`src/u2c_pkg.sv`:
```
// Shared types and constants of the UTF-8 to code point filter.
// Used by the channel interfaces, the decode stage, the result serializer and the top level.
package u2c_pkg;

  localparam int ByteW      = 8;
  localparam int PointW     = 21;
  localparam int MaxResults = 3;
  localparam int CountW     = 2;

  localparam logic [ByteW-1:0] ByteNul    = 8'h00;
  localparam logic [ByteW-1:0] ByteTab    = 8'h09;
  localparam logic [ByteW-1:0] ByteCr     = 8'h0D;
  localparam logic [ByteW-1:0] ByteSpace  = 8'h20;
  localparam logic [ByteW-1:0] AsciiMax   = 8'h7F;
  localparam logic [ByteW-1:0] ContMax    = 8'hBF;
  localparam logic [ByteW-1:0] Lead2Max   = 8'hDF;
  localparam logic [ByteW-1:0] Lead3Max   = 8'hEF;
  localparam logic [ByteW-1:0] Lead4Max   = 8'hF7;

  typedef struct packed {
    logic [PointW-1:0] code_point;
    logic              end_marker;
    logic              last_of_run;
  } result_t;

  typedef struct packed {
    result_t [MaxResults-1:0] slot;
    logic    [CountW-1:0]     count;
  } group_t;

endpackage

```
`src/u2c_byte_if.sv`:
```
// Input channel of the filter: one UTF-8 byte per transfer.
// Depends on u2c_pkg.
interface u2c_byte_if;
  logic                        valid;
  logic                        ready;
  logic [u2c_pkg::ByteW-1:0]   byte_in;
  logic                        last_byte;

  modport source (output valid, output byte_in, output last_byte, input ready);
  modport sink   (input valid, input byte_in, input last_byte, output ready);
endinterface

```
`src/u2c_point_if.sv`:
```
// Output channel of the filter: one code point or end marker per transfer.
// Depends on u2c_pkg.
interface u2c_point_if;
  logic                        valid;
  logic                        ready;
  logic [u2c_pkg::PointW-1:0]  code_point;
  logic                        end_marker;
  logic                        last_of_run;

  modport source (output valid, output code_point, output end_marker, output last_of_run,
                  input ready);
  modport sink   (input valid, input code_point, input end_marker, input last_of_run,
                  output ready);
endinterface

```
`src/u2c_decode.sv`:
```
// Input register, decoder state and the combinational decode of one byte into a result group.
// Depends on u2c_pkg and u2c_byte_if.
module u2c_decode (
  input  logic            clk,
  input  logic            rst,
  u2c_byte_if.sink        bytes,
  output u2c_pkg::group_t grp,
  output logic            grp_valid,
  input  logic            grp_ready
);

  logic                              valid_r;
  logic [u2c_pkg::ByteW-1:0]         byte_r;
  logic                              last_r;

  logic                              held_space;
  logic [1:0]                        bytes_still_expected;
  logic [u2c_pkg::PointW-1:0]        partial_point;

  logic                              held_space_next;
  logic [1:0]                        bytes_still_expected_next;
  logic [u2c_pkg::PointW-1:0]        partial_point_next;

  logic [3:0]                        cand_v;
  logic [u2c_pkg::PointW-1:0]        cand_cp [4];
  logic [u2c_pkg::PointW-1:0]        main_cp;
  logic [u2c_pkg::PointW-1:0]        shifted;
  logic [2:0]                        n;
  logic                              advance;

  assign advance     = valid_r && grp_ready;
  assign bytes.ready = !valid_r || grp_ready;
  assign grp_valid   = valid_r;
  assign shifted     = {partial_point[u2c_pkg::PointW-7:0], byte_r[5:0]};

  always_comb begin
    held_space_next           = held_space;
    bytes_still_expected_next = bytes_still_expected;
    partial_point_next        = partial_point;
    cand_v                    = '0;
    main_cp                   = '0;
    if (bytes_still_expected != 2'd0) begin
      partial_point_next        = shifted;
      bytes_still_expected_next = bytes_still_expected - 2'd1;
      if (bytes_still_expected == 2'd1) begin
        cand_v[1]          = 1'b1;
        main_cp            = shifted;
        partial_point_next = '0;
      end
    end else if (held_space && byte_r == u2c_pkg::ByteSpace) begin
      held_space_next = 1'b1;
    end else begin
      if (held_space) begin
        cand_v[0]       = 1'b1;
        held_space_next = 1'b0;
      end
      priority if (byte_r == u2c_pkg::ByteSpace) begin
        held_space_next = 1'b1;
      end else if (byte_r == u2c_pkg::ByteNul ||
                   (byte_r >= u2c_pkg::ByteTab && byte_r <= u2c_pkg::ByteCr)) begin
        held_space_next = held_space_next;
      end else if (byte_r <= u2c_pkg::AsciiMax) begin
        cand_v[1] = 1'b1;
        main_cp   = {{(u2c_pkg::PointW-u2c_pkg::ByteW){1'b0}}, byte_r};
      end else if (byte_r <= u2c_pkg::ContMax) begin
        held_space_next = held_space_next;
      end else if (byte_r <= u2c_pkg::Lead2Max) begin
        partial_point_next        = {{(u2c_pkg::PointW-5){1'b0}}, byte_r[4:0]};
        bytes_still_expected_next = 2'd1;
      end else if (byte_r <= u2c_pkg::Lead3Max) begin
        partial_point_next        = {{(u2c_pkg::PointW-4){1'b0}}, byte_r[3:0]};
        bytes_still_expected_next = 2'd2;
      end else if (byte_r <= u2c_pkg::Lead4Max) begin
        partial_point_next        = {{(u2c_pkg::PointW-3){1'b0}}, byte_r[2:0]};
        bytes_still_expected_next = 2'd3;
      end else begin
        cand_v[1] = 1'b1;
        main_cp   = '0;
      end
    end
    if (last_r) begin
      cand_v[2]                 = held_space_next;
      cand_v[3]                 = 1'b1;
      held_space_next           = 1'b0;
      bytes_still_expected_next = 2'd0;
      partial_point_next        = '0;
    end
  end

  always_comb begin
    cand_cp[0] = {{(u2c_pkg::PointW-u2c_pkg::ByteW){1'b0}}, u2c_pkg::ByteSpace};
    cand_cp[1] = main_cp;
    cand_cp[2] = {{(u2c_pkg::PointW-u2c_pkg::ByteW){1'b0}}, u2c_pkg::ByteSpace};
    cand_cp[3] = '0;
    grp        = '0;
    n          = 3'd0;
    for (int i = 0; i < 4; i++) begin
      if (cand_v[i] && n < 3'(u2c_pkg::MaxResults)) begin
        grp.slot[n[1:0]].code_point = cand_cp[i];
        grp.slot[n[1:0]].end_marker = (i == 3);
        n = n + 3'd1;
      end
    end
    if (n != 3'd0) begin
      grp.slot[2'(n - 3'd1)].last_of_run = 1'b1;
    end
    grp.count = n[1:0];
  end

  always_ff @(posedge clk) begin
    if (rst) begin
      valid_r <= 1'b0;
    end else if (bytes.valid && bytes.ready) begin
      valid_r <= 1'b1;
    end else if (grp_ready) begin
      valid_r <= 1'b0;
    end
    if (bytes.valid && bytes.ready) begin
      byte_r <= bytes.byte_in;
      last_r <= bytes.last_byte;
    end
  end

  always_ff @(posedge clk) begin
    if (rst) begin
      held_space           <= 1'b0;
      bytes_still_expected <= 2'd0;
      partial_point        <= '0;
    end else if (advance) begin
      held_space           <= held_space_next;
      bytes_still_expected <= bytes_still_expected_next;
      partial_point        <= partial_point_next;
    end
  end

  a_last_clears: assert property (@(posedge clk) disable iff (rst)
    (advance && last_r) |=> (!held_space && bytes_still_expected == 2'd0 &&
                             partial_point == '0))
    else $error("state not cleared after last byte");

  a_space_or_seq: assert property (@(posedge clk) disable iff (rst)
    (bytes_still_expected != 2'd0) |-> !held_space)
    else $error("held space while a sequence is open");

  a_hold_state: assert property (@(posedge clk) disable iff (rst)
    !$past(advance) |-> ($stable(held_space) && $stable(bytes_still_expected)))
    else $error("decoder state moved without a transfer");

endmodule

```
`src/u2c_serial.sv`:
```
// Result group buffer: takes up to three results at once and sends them out one per transfer.
// Depends on u2c_pkg and u2c_point_if.
module u2c_serial (
  input  logic            clk,
  input  logic            rst,
  input  u2c_pkg::group_t grp,
  input  logic            grp_valid,
  output logic            grp_ready,
  u2c_point_if.source     points
);

  u2c_pkg::result_t [u2c_pkg::MaxResults-1:0] slot;
  logic [u2c_pkg::CountW-1:0]                 cnt;
  logic                                       out_fire;
  logic                                       load;

  assign out_fire           = points.valid && points.ready;
  assign grp_ready          = (cnt == '0) || (cnt == 2'd1 && points.ready);
  assign load               = grp_valid && grp_ready;
  assign points.valid       = (cnt != '0);
  assign points.code_point  = slot[0].code_point;
  assign points.end_marker  = slot[0].end_marker;
  assign points.last_of_run = slot[0].last_of_run;

  always_ff @(posedge clk) begin
    if (rst) begin
      cnt <= '0;
    end else if (load) begin
      cnt <= grp.count;
    end else if (out_fire) begin
      cnt <= cnt - 2'd1;
    end
    if (load) begin
      slot <= grp.slot;
    end else if (out_fire) begin
      slot[0] <= slot[1];
      slot[1] <= slot[2];
    end
  end

  a_group_end: assert property (@(posedge clk) disable iff (rst)
    (out_fire && cnt == 2'd1) |-> points.last_of_run)
    else $error("final result of a group lacks last_of_run");

  a_mid_group: assert property (@(posedge clk) disable iff (rst)
    (points.valid && cnt != 2'd1) |-> !points.last_of_run)
    else $error("last_of_run before the group is drained");

  a_load_safe: assert property (@(posedge clk) disable iff (rst)
    load |-> (cnt == '0 || out_fire))
    else $error("group loaded over undelivered results");

endmodule

```
`src/utf8_to_codepoint_filter_unit.sv`:
```
// Top level of the UTF-8 to code point filter: decode stage followed by the result serializer.
// Depends on u2c_pkg, u2c_byte_if, u2c_point_if, u2c_decode and u2c_serial.
//
// Takes one UTF-8 byte per cycle and sends out decoded code points, dropping NUL and the
// tab/LF/VT/FF/CR controls, stray continuation bytes and any space directly followed by
// another space; the byte marked last flushes a held space and adds an end marker. A byte
// is decoded while it sits in the input register, into a group of zero to three results that
// the result buffer loads once it has room, and the results are offered from the result
// buffer's registers; the group then leaves at one result per cycle while the output is
// ready. Bytes are taken every cycle as long as each causes at most one result; a byte that
// causes more than one result keeps the input from taking a further byte until the last
// result of its group is sent, and a stall on the result side holds the input likewise.
module utf8_to_codepoint_filter_unit (
  input  logic        clk,
  input  logic        rst,
  u2c_byte_if.sink    bytes,
  u2c_point_if.source points
);

  u2c_pkg::group_t grp;
  logic            grp_valid;
  logic            grp_ready;

  u2c_decode u_decode (
    .clk       (clk),
    .rst       (rst),
    .bytes     (bytes),
    .grp       (grp),
    .grp_valid (grp_valid),
    .grp_ready (grp_ready)
  );

  u2c_serial u_serial (
    .clk       (clk),
    .rst       (rst),
    .grp       (grp),
    .grp_valid (grp_valid),
    .grp_ready (grp_ready),
    .points    (points)
  );

endmodule
```
`src/flat_wrapper.sv`:
```
// flat-port wrapper written by rule: the top's interface ports become plain ports
module utf8_to_codepoint_filter_unit_flat 
  (clk, rst, bytes_valid, bytes_byte_in, bytes_last_byte, bytes_ready, points_valid, points_code_point, points_end_marker, points_last_of_run, points_ready);
  u2c_byte_if bytes_i ();
  u2c_point_if points_i ();
  input  logic clk;
  input  logic rst;
  input wire logic [$bits(bytes_i.valid)-1:0] bytes_valid;
  input wire logic [$bits(bytes_i.byte_in)-1:0] bytes_byte_in;
  input wire logic [$bits(bytes_i.last_byte)-1:0] bytes_last_byte;
  output wire logic [$bits(bytes_i.ready)-1:0] bytes_ready;
  output wire logic [$bits(points_i.valid)-1:0] points_valid;
  output wire logic [$bits(points_i.code_point)-1:0] points_code_point;
  output wire logic [$bits(points_i.end_marker)-1:0] points_end_marker;
  output wire logic [$bits(points_i.last_of_run)-1:0] points_last_of_run;
  input wire logic [$bits(points_i.ready)-1:0] points_ready;
  assign bytes_i.valid = bytes_valid;
  assign bytes_i.byte_in = bytes_byte_in;
  assign bytes_i.last_byte = bytes_last_byte;
  assign bytes_ready = bytes_i.ready;
  assign points_valid = points_i.valid;
  assign points_code_point = points_i.code_point;
  assign points_end_marker = points_i.end_marker;
  assign points_last_of_run = points_i.last_of_run;
  assign points_i.ready = points_ready;
  utf8_to_codepoint_filter_unit u_core (.clk(clk), .rst(rst), .bytes(bytes_i), .points(points_i));
endmodule
```
`config.mk`:
```
export PLATFORM = sky130hd
export DESIGN_NAME = utf8_to_codepoint_filter_unit_flat
export DESIGN_NICKNAME = d
export VERILOG_FILES = /design/src/u2c_pkg.sv /design/src/u2c_byte_if.sv /design/src/u2c_point_if.sv /design/src/u2c_decode.sv /design/src/u2c_serial.sv /design/src/utf8_to_codepoint_filter_unit.sv /design/src/flat_wrapper.sv
export SDC_FILE = /design/constraint.sdc
export NUM_CORES = 1
export LEC_CHECK = 0
export BUFFER_PORTS_ARGS = -buffer_cell sky130_fd_sc_hd__buf_2
export CORE_UTILIZATION = 51
export CTS_BUF_LIST = sky130_fd_sc_hd__clkbuf_16
export CTS_CLUSTER_SIZE = 10
export DETAILED_ROUTE_END_ITERATION = 8
export PLACE_DENSITY = 0.7
export SLEW_MARGIN = 20
export SYNTH_ARGS = -nofsm -noshare
export SYNTH_HDL_FRONTEND = slang
export SYNTH_SLANG_ARGS = --single-unit
```
`constraint.sdc`:
```
create_clock -name clk -period 9.99 [get_ports clk]
set_clock_uncertainty 0.1 [all_clocks]
set_input_delay 1.4985 -clock clk [delete_from_list [all_inputs] [get_ports clk]]
set_output_delay 1.4985 -clock clk [all_outputs]
set_load 0.02 [all_outputs]
```
==> impl_metrics.py <==
metrics = {
    "outcome": {
        "status": "finished, final reports clean",
    },
    "sta": {
        "post-route-min-period_ns": 4.526,
        "worst_pin_slew_ns": 0.8341,
        "rsz0062_at_grt": "false",
        "setup-tns-final_ns": 0,
        "fin_crit_sh_pct": 45.31,
        "finalSetupViolations": 0,
        "fmax_mhz": 220.9,
        "hold_viol": 0,
        "slew_violations": 0,
        "slew_headroom_pct": 44.25,
    },
    "cells_and_area": {
        "layout_commonest_cell": "edfxtp_1",
        "nets": 375,
        "diodes": 0,
        "fin_cells": 457,
        "nFillCells": 614,
        "layout_common_cells": "58 x edfxtp_1, 37 x buf_2, 27 x nand2_1",
        "drive_gt1_share_pct": 18.16,
        "area_delta_synth_final_pct": 11.94,
    },
    "yosys": {
        "syn-instance-count": 330,
        "syn_area_per_cell_um2": 11.46,
        "synthDistinctLibCells": 60,
        "synth_edf_count": 58,
        "synth-main-ff-cell": "edfxtp_1",
        "async_flop_share_pct": 0,
        "yosysWarnings": 0,
        "ys_seq_elements": 79,
        "ys_seq_area_share_pct": 57.16,
        "syn_area_um2": 3782,
    },
    "worst_setup_path": {
        "crit_arrival_ns": 4.64,
        "cp_slowest_cell": "a2111oi_1",
        "worst-setup-path-type": "flip-flop to flip-flop",
        "critPathLaunchType": "flip-flop",
        "cp_cell_sequence": "or4b_4 -> o211ai_4 -> inv_1 -> ha_1 -> nand2b_1 -> nor4_1 -> o22ai_1 -> inv_1 -> ha_1 -> o211ai_1 -> nand3_1 -> a2111oi_1 -> a221o_1",
        "path_delay_family": "compound AO/OA/AOI/OAI gates",
        "crit_fanout": 14,
        "required_ns": 10.10,
        "slowest_delay_ns": 0.81,
        "r2r_setup_slack_ns": 5.46,
        "crit_path_end_kind": "flip-flop",
        "ff2ff_path_depth": 13,
        "cp_num_buf_inv": 2,
        "rr_endpoint": "u_core.u_serial.slot[30]",
        "r2r-start": "u_core.u_decode.byte_r[7]",
    },
    "pwr": {
        "irDropWorstVdd_uv": 100.7,
        "cellLeakagePower_nw": 1.598,
        "power_density_nw_per_um2": 227.6,
    },
    "global_routing": {
        "grt_antenna_before_repair": 0,
        "grt_max_degree": 51,
        "first_global_vias": 2307,
        "gr-total-overflow": 0,
        "track_usage_pct": 19.83,
        "grt_pass1_wl_mm": 11.43,
    },
    "drt": {
        "vias": 2566,
        "viasPerCell": 5.615,
        "ant_nets": 0,
        "drt-initial-drc-count": 239,
        "wl_per_cell_um": 15.68,
        "drt-total-wl_mm": 7.168,
        "drc": 0,
        "firstDrtPassIters": 4,
    },
    "clocking": {
        "postCtsSetupBuffers": 0,
        "cts_resized": 0,
        "cts.path.max_buffers": 2,
        "htreeDepth": 3,
        "cts_buffers": 9,
        "clk_latency_ns": 0.34,
        "postCtsHoldBufs": 0,
        "clockRootBuffer": "clkbuf_16",
        "clk_pin_slew_ns": 0.06,
        "cts_tree": "built",
        "clock-sinks": 79,
    },
    "placement": {
        "numPortBuffers": 37,
        "dpl.hpwl_mm": 4.632,
        "gp_congestion": 0.9131,
        "placed_cells": 441,
    },
    "job": {
        "cap_violations": 0,
    },
    "die": {
        "die-area_um2": 7765,
        "fp.coreArea_um2": 7214,
        "rows": 31,
        "fp.dieH_um": 88.12,
        "die_x_um": 88.12,
        "start_util_pct": 52.43,
        "ios": 38,
    },
    "hold_path": {
        "whs_endpoint": "u_core.u_decode.partial_point[9]",
        "holdPathStages": 2,
        "worstHoldStart": "u_core.u_decode.partial_point[9]",
        "hold_class": "flip-flop to flip-flop",
    },
}
==> cell usage after synthesis (all sizes together) (2+ instances only) <==
| cell | number | share of area [%] |
|---|---|---|
| nand3b | 2 | 0.40 |
| a22o | 15 | 3.5 |
| ha | 8 | 2.6 |
| o21ai | 21 | 2.8 |
| o41ai | 2 | 0.86 |
| and4 | 2 | 0.46 |
| nor4 | 5 | 0.83 |
| and2 | 8 | 1.3 |
| inv | 13 | 1.3 |
| edfxtp | 58 | 46 |
| nand2 | 27 | 2.7 |
| nor2 | 13 | 1.3 |
| o21a | 2 | 0.40 |
| a41oi | 2 | 0.46 |
| nand4b | 2 | 0.46 |
| o31ai | 5 | 0.99 |
| nor3 | 3 | 0.40 |
| clkbuf | 15 | 1.5 |
| dfxtp | 21 | 11 |
| a311oi | 3 | 0.69 |
| a2111oi | 2 | 0.50 |
| nand4 | 5 | 0.83 |
| o211ai | 6 | 1.6 |
| a31oi | 2 | 0.33 |
| buf | 26 | 5.0 |
| a21oi | 24 | 3.2 |
| nor4b | 4 | 0.93 |
| nand3 | 6 | 0.93 |
| a221o | 2 | 0.53 |
| a21o | 2 | 0.40 |
==> where the power goes <==
part	leakage [nW]	internal, mW	switching [mW]	total, mW
combinational	0.716	0.0613	0.126	0.187
sequential	0.732	0.419	0.0208	0.440
clock	0.150	0.199	0.139	0.337
==> metrics by stage <==
| stage | worst slack, ns | util, % | hold WS [ns] | power [mW] | instance area, µm² |
|---|---|---|---|---|---|
| 3_5_place_dp | 5.549 | 54.28 | 0.3691 | 0.6328 | 3916 |
| 5_1_grt | 5.009 | 58.69 | 0.4044 | 1.005 | 4234 |
| 3_3_place_gp | 5.678 | 54.28 | 0.3611 | 0.6287 | 3916 |
| 6_report | 5.464 | 58.69 | 0.3759 | 0.9636 | 4234 |
| 4_1_cts | 5.530 | 58.64 | 0.3779 | 0.9691 | 4230 |
| 2_1_floorplan | 6.250 | - | 0.3412 | 0.6037 | 3831 |
==> state kept, by name, summed over array words and instances (netlist names), 2 cells and up <==
| name | count |
|---|---|
| u_core.u_serial.slot | 26 |
| u_core.u_serial.points.code_point | 21 |
| u_core.u_decode.partial_point | 15 |
| u_core.u_decode.byte_r | 8 |
| u_core.u_decode.bytes_still_expected | 2 |
| u_core.u_serial.cnt | 2 |
==> kinds of logic (layout without fill, tap and decap cells) <==
| family | count (synthesis) | after routing | share of synthesized area, % |
|---|---|---|---|
| multiplexers | 1 | 1 | 0.2977 |
| AO/OA/AOI/OAI | 98 | 98 | 18.46 |
| AND/OR/NAND/NOR | 88 | 88 | 13.00 |
| flip-flops | 79 | 79 | 57.16 |
| other | 1 | 14 | 0.09914 |
| buffers and inverters | 54 | 69 | 7.807 |
| adder cells (fa/ha/maj) | 9 | 9 | 3.176 |
==> area by class of cell <==
class	count	area [µm²]	share of cell area, %
clock inverter	7	88.84	2.098
tap	99	123.9	2.926
timing repair buffer	40	207.7	4.905
sequential	79	2162	51.06
clock buffer	9	225.2	5.319
inverter	13	48.80	1.152
multi-input combinational	210	1378	32.54
==> layer usage <==
layer	vias to the layer above	share of wire [%]	track usage [%]
li1	1267	-	-
met1	1210	46	27.54
met2	83	48	29.53
met3	6	5.2	5.655
met4	0	1.4	7.625
met5	-	0	0
==> worst max-delay path by stage <==
stage	start	end	slack (ns)	cells past startpoint
detailed placement	u_core.u_decode.byte_r[7]	u_core.u_serial.slot[30]	5.55	13
finish	u_core.u_decode.byte_r[7]	u_core.u_serial.slot[30]	5.46	13
global placement	u_core.u_decode.byte_r[7]	u_core.u_serial.slot[30]	5.68	13
global route	u_core.u_decode.byte_r[5]	u_core.u_serial.slot[30]	5.01	14
floorplan	u_core.u_decode.byte_r[0]	u_core.u_serial.slot[30]	6.25	14
CTS	u_core.u_decode.byte_r[7]	u_core.u_serial.slot[30]	5.53	13
==> worst register-to-register path, cell delays in order (launching register included) <==
cell and delay, ns:
edfxtp_1 0.56, or4b_4 0.61, o211ai_4 0.32, inv_1 0.08, ha_1 0.35, nand2b_1 0.12
nor4_1 0.06, o22ai_1 0.44, inv_1 0.17, ha_1 0.24, o211ai_1 0.10, nand3_1 0.19
a2111oi_1 0.81, a221o_1 0.25
Note: power is estimated with default switching activity, not from simulation.
